**src/ptw_pkg.sv**
```systemverilog
// Shared types and constants for the four-level page-table walker.
// Holds the function, status, page-size and state codes and the command/status
// structs between the controller and the datapath; depends on nothing.
`default_nettype none

package ptw_pkg;

  localparam int unsigned ENTRIES_PER_TABLE = 512;
  localparam int unsigned IDX_W             = 9;
  localparam int unsigned ENTRY_W           = 64;
  localparam int unsigned VA_W              = 48;
  localparam int unsigned PA_W              = 52;
  localparam int unsigned FLAGS_W           = 12;
  localparam int unsigned LINK_W            = 40;

  localparam int unsigned BIT_PRESENT = 0;
  localparam int unsigned BIT_LARGE   = 7;

  // Intermediate tables are linked present, writable and user.
  localparam logic [FLAGS_W-1:0] LINK_FLAGS = 12'h007;
  localparam logic [FLAGS_W-1:0] LARGE_FLAG = 12'h080;

  localparam logic [29:0] ALIGN_4K = 30'h0000_0FFF;
  localparam logic [29:0] ALIGN_2M = 30'h001F_FFFF;
  localparam logic [29:0] ALIGN_1G = 30'h3FFF_FFFF;

  typedef enum logic [1:0] {
    FN_QUERY  = 2'd0,
    FN_MAP    = 2'd1,
    FN_CHANGE = 2'd2,
    FN_UNUSED = 2'd3
  } func_t;

  typedef enum logic [2:0] {
    ST_OK         = 3'd0,
    ST_MISALIGNED = 3'd1,
    ST_BAD_SIZE   = 3'd2,
    ST_PRESENT    = 3'd3,
    ST_ABSENT     = 3'd4,
    ST_FULL       = 3'd5
  } status_t;

  typedef enum logic [1:0] {
    SZ_4K  = 2'd0,
    SZ_2M  = 2'd1,
    SZ_1G  = 2'd2,
    SZ_BAD = 2'd3
  } size_t;

  typedef enum logic [2:0] {
    S_CLEAR,
    S_IDLE,
    S_CHECK,
    S_READ,
    S_EVAL,
    S_DONE
  } state_t;

  // Commands from the controller to the datapath.
  typedef struct packed {
    logic    load;
    logic    rd;
    logic    follow;
    logic    wr_link;
    logic    wr_leaf;
    logic    wr_flags;
    logic    done;
    status_t status;
  } ptw_cmd_t;

  // Conditions reported by the datapath to the controller.
  typedef struct packed {
    logic  clearing;
    func_t func;
    logic  misaligned;
    logic  bad_size;
    logic  present;
    logic  big_leaf;
    logic  stray;
    logic  full;
    logic  d_zero;
    logic  d_last;
    logic  d_target;
    logic  out_free;
  } ptw_stat_t;

endpackage

`default_nettype wire

```
**src/ptw_ctrl.sv**
```systemverilog
// Controller state machine of the page-table walker.
// Sequences checks, table reads, link and leaf writes; uses ptw_pkg.
`default_nettype none

module ptw_ctrl (
  input  logic                clk,
  input  logic                rst,
  input  ptw_pkg::ptw_stat_t  stat,
  input  logic                in_valid,
  output logic                in_ready,
  output ptw_pkg::ptw_cmd_t   cmd
);
  import ptw_pkg::*;

  state_t  state, state_next;
  status_t result, result_next;

  always_ff @(posedge clk) begin
    if (rst) begin
      state  <= S_CLEAR;
      result <= ST_OK;
    end else begin
      state  <= state_next;
      result <= result_next;
    end
  end

  always_comb begin
    state_next  = state;
    result_next = result;
    cmd         = '0;
    cmd.status  = result;
    in_ready    = 1'b0;
    unique case (state)
      S_CLEAR: begin
        if (!stat.clearing) state_next = S_IDLE;
      end
      S_IDLE: begin
        in_ready = 1'b1;
        if (in_valid) begin
          cmd.load   = 1'b1;
          state_next = S_CHECK;
        end
      end
      S_CHECK: begin
        unique case (stat.func)
          FN_QUERY, FN_CHANGE: state_next = S_READ;
          FN_MAP: begin
            priority if (stat.misaligned) begin
              result_next = ST_MISALIGNED;
              state_next  = S_DONE;
            end else if (stat.bad_size) begin
              result_next = ST_BAD_SIZE;
              state_next  = S_DONE;
            end else begin
              state_next = S_READ;
            end
          end
          default: begin
            result_next = ST_BAD_SIZE;
            state_next  = S_DONE;
          end
        endcase
      end
      S_READ: begin
        cmd.rd     = 1'b1;
        state_next = S_EVAL;
      end
      S_EVAL: begin
        state_next = S_DONE;
        if (stat.func == FN_MAP) begin
          priority if (stat.d_target) begin
            if (stat.present) begin
              result_next = ST_PRESENT;
            end else begin
              cmd.wr_leaf = 1'b1;
              result_next = ST_OK;
            end
          end else if (stat.present) begin
            // A large leaf or a pointer past the store blocks the new mapping.
            if ((!stat.d_zero && stat.big_leaf) || stat.stray) begin
              result_next = ST_PRESENT;
            end else begin
              cmd.follow = 1'b1;
              state_next = S_READ;
            end
          end else if (stat.full) begin
            result_next = ST_FULL;
          end else begin
            cmd.wr_link = 1'b1;
            state_next  = S_READ;
          end
        end else begin
          priority if (!stat.present) begin
            result_next = ST_ABSENT;
          end else if (stat.d_last || (!stat.d_zero && stat.big_leaf)) begin
            cmd.wr_flags = (stat.func == FN_CHANGE);
            result_next  = ST_OK;
          end else if (stat.stray) begin
            result_next = ST_ABSENT;
          end else begin
            cmd.follow = 1'b1;
            state_next = S_READ;
          end
        end
      end
      S_DONE: begin
        if (stat.out_free) begin
          cmd.done   = 1'b1;
          state_next = S_IDLE;
        end
      end
      default: state_next = S_CLEAR;
    endcase
  end

endmodule

`default_nettype wire

```
**config.mk**
```make
export PLATFORM = sky130hd
export DESIGN_NAME = ptw_ctrl
export DESIGN_NICKNAME = d
export VERILOG_FILES = /design/src/ptw_pkg.sv /design/src/ptw_ctrl.sv
export SDC_FILE = /design/constraint.sdc
export NUM_CORES = 1
export LEC_CHECK = 0
export ABC_CLOCK_PERIOD_IN_PS = 2100
export BUFFER_PORTS_ARGS = -buffer_cell sky130_fd_sc_hd__buf_2
export CAP_MARGIN = 5
export CORE_UTILIZATION = 39
export CTS_CLUSTER_SIZE = 20
export DETAILED_ROUTE_END_ITERATION = 10
export PLACE_DENSITY_LB_ADDON = 0.2
export SLEW_MARGIN = 20
export SYNTH_ARGS = -nofsm -noshare
export SYNTH_HDL_FRONTEND = slang
export SYNTH_SLANG_ARGS = --single-unit
```
**constraint.sdc**
```tcl
create_clock -name clk -period 2.1 [get_ports clk]
set_input_delay 0.63 -clock clk [delete_from_list [all_inputs] [get_ports clk]]
set_output_delay 0.63 -clock clk [all_outputs]
set_load 0.01 [all_outputs]
```
==> metrics <==
worst vdd rail ir drop 0.000144 V; Final Wtd Congestion 0.763; critical path capture point type output port; ratio of cells with drive above 1 in the final layout 0.390; dpl cell area 723 um^2; Setup violations, final 0; setup slack after layout between 0.02 and 0.03 ns; proportion of power drawn by combinational gates 0.340; PD cells between 400 and 500 mW/mm^2; crit path kind input port to output port; Achievable Freq 0.482 GHz; std cell rows 12; cell-internal power around 0.24 mW; initial antenna violation count 0; Arr. time, crit path around 1.4 ns; total clock buffers created by CTS 3; GR Util All Layers 0.189; part of the Yosys area used for sequential elements 0.225; worst slew pin tran approximately 0.32 ns; total number of vias between 600 and 700; time the final worst path needs with I/O delays and setup 2.07 ns; Setup WS pre-CTS -0.0189 ns; IO Count 27; run status complete, no violations; switching power summed over all nets 0.102 mW; required time of the worst setup path 1.47 ns; total power after layout 0.346 mW; Detailed Route WL 1270 um; largest net degree at the start of global routing 11; remaining number of nets flagged by the antenna check after routing 0; initial core utilization 0.449; placeable core area 0.00119 mm^2; relative contribution of the clock network to total power 0.298; total grt overflow 0; vias per inst 5.18; worst hold start result[0]; FF-to-FF Start state[0]; global-route wire length before repair 2010 um; tightest slew margin relative to the limit 0.788; cell area after synthesis 533 um^2; CTS root buffer sky130_fd_sc_hd__clkbuf_4; net switching fraction of the power 0.294; via count of the first global-routing pass roughly 490; clock tree from TritonCTS yes; Layout Area Growth over Synthesis 43.0%; Worst Clk Skew around 0.0072 ns; final routed wire length divided by cell count between 10 and 15 um; Detailed Route Iter0 Violations 16; number of I/O port buffers 26; Hold Fails Final Rpt 0; vertical die dimension 39.0 um; maximum fanout encountered on the critical timing path 2; crit start category input port; tightest hold margin 0.475 ns; clock insertion delay at the later pin of the skew report 0.24 ns; total nets after synthesis 87; CTS clock-pin slew for the worst setup and hold paths 0.05 ns; Slew Limit Fails 0; type of the tightest min-delay check flop to flop; part of the power in registers 0.361; Crit. Startpoint stat[11]; Leak Pwr about 0.37 nW; number of detailed-route iterations in the first pass 4; # Max-Cap Violations 0; Post-Syn Instances 71; final standard cell area without fillers 762 um^2; maximum level of the CTS H-tree 1; antenna cells 0; total DRC errors in the routed layout 0; synthesized area per cell 7.51 um^2; chip width about 40 um; number of buffers between clock root and the deepest sink 2; clock sink count 6; count of cell types in the netlist 33; Die ar. 0.00152 mm^2; final layout net count 123; Detail Placement HPWL between 900 and 1000 um; number of buffers added to fix hold violations after cts 0; total number of yosys warnings 0; RSZ-0062 raised after global routing true; final critical-path share of the clock period 0.988; number of storage elements in the synthesis netlist 6
## layer usage
| layer | track usage | share of wire | vias to the layer above |
|---|---|---|---|
| li1 | - | - | 334 |
| met4 | 0.0517 | 0 | 0 |
| met1 | 0.284 | 0.54 | 264 |
| met3 | 0.0347 | 0.033 | 0 |
| met5 | 0 | 0 | - |
| met2 | 0.267 | 0.43 | 19 |
## what timing repair did
item	CTS	global route
setup endpoints to repair	0	3
buffers inserted	0	0
gates resized for setup	0	3
## sequential cells by signal, indices dropped and copies added, names as in the netlist
signal	flops
state	3
result	3
## kinds of logic after synthesis
kind of cell | share of synthesized area
buffers and inverters | 0.0892
and+or+nand+nor | 0.362
muxes | 0.0751
DFF | 0.225
AOI/OAI and AO/OA | 0.249
## cell usage after synthesis, drive strengths merged
cell type	number	area, um^2
nor3b	4	30.0
o21bai	1	7.51
clkbuf	1	3.75
nor3	4	20.0
or4	1	7.51
or2b	1	7.51
nand2	1	3.75
mux2i	4	40.0
o21ai	8	40.0
nor2b	3	18.8
nand2b	1	6.26
and2b	1	7.51
a21oi	7	35.0
inv	4	15.0
or4b	1	10.0
and2	1	6.26
a31oi	1	6.26
nor2	4	15.0
and4b	1	10.0
a41o	1	10.0
and4bb	1	12.5
a221o	1	10.0
a21o	1	7.51
dfxtp	6	120
o41ai	1	8.76
buf	4	28.8
and3	2	12.5
or3	2	12.5
nand3b	1	7.51
a22oi	1	7.51
nand3	1	5.00
## path summary, 6_finish.rpt
| check | endpoint | slack [ns] | cells past startpoint |
|---|---|---|---|
| setup / recovery | cmd[7] | 0.03 | 5 |
| hold / removal | result[0] | 0.47 | 2 |
| hold reg to reg | result[0] | 0.47 | 2 |
| setup reg to reg | result[0] | 0.31 | 6 |
## power groups by stage
stage / Clock (mW) / Combinational [mW] / Sequential [mW]
6_report: 0.103 / 0.118 / 0.125
5_1_grt: 0.114 / 0.131 / 0.126
4_1_cts: 0.105 / 0.114 / 0.125
3_3_place_gp: 0 / 0.113 / 0.127
3_5_place_dp: 0 / 0.113 / 0.127
2_1_floorplan: 0 / 0.0630 / 0.129
## layout by cell type (no fill, tap or decap), types with 2 or more instances in the layout
master and instances:
sky130_fd_sc_hd__nor2b_1 3, sky130_fd_sc_hd__inv_1 4, sky130_fd_sc_hd__dfxtp_1 6, sky130_fd_sc_hd__mux2i_1 4
sky130_fd_sc_hd__nor3b_1 3, sky130_fd_sc_hd__or3_1 2, sky130_fd_sc_hd__buf_4 10, sky130_fd_sc_hd__a21oi_1 7
sky130_fd_sc_hd__clkbuf_4 3, sky130_fd_sc_hd__buf_2 25, sky130_fd_sc_hd__and3_1 2, sky130_fd_sc_hd__o21ai_0 8
sky130_fd_sc_hd__nor2_1 4, sky130_fd_sc_hd__nor3_1 3
## through the flow
step / cells / utilization / TNS (ns)
after floorplan: 71 / - / 0
after global placement: 116 / 0.610 / 0
after detailed placement: 116 / 0.610 / -0.0189
after CTS: 119 / 0.629 / 0
after global routing: 119 / 0.642 / -0.0359
final: 119 / 0.642 / 0
## area by class of cell
class	count	area (um^2)
inverters	4	15.0
repair buffers	36	211
fillers	111	424
well taps	14	17.5
multi-input cells	56	375
clock buffers	3	22.5
flip-flops and latches	6	120
## worst max-delay path: stages
cell	delay, ns
sky130_fd_sc_hd__buf_6	0.09
sky130_fd_sc_hd__and2b_1	0.21
sky130_fd_sc_hd__mux2i_1	0.18
sky130_fd_sc_hd__and3_1	0.19
sky130_fd_sc_hd__buf_2	0.14
No activity file was read; power rests on OpenSTA's default activity.
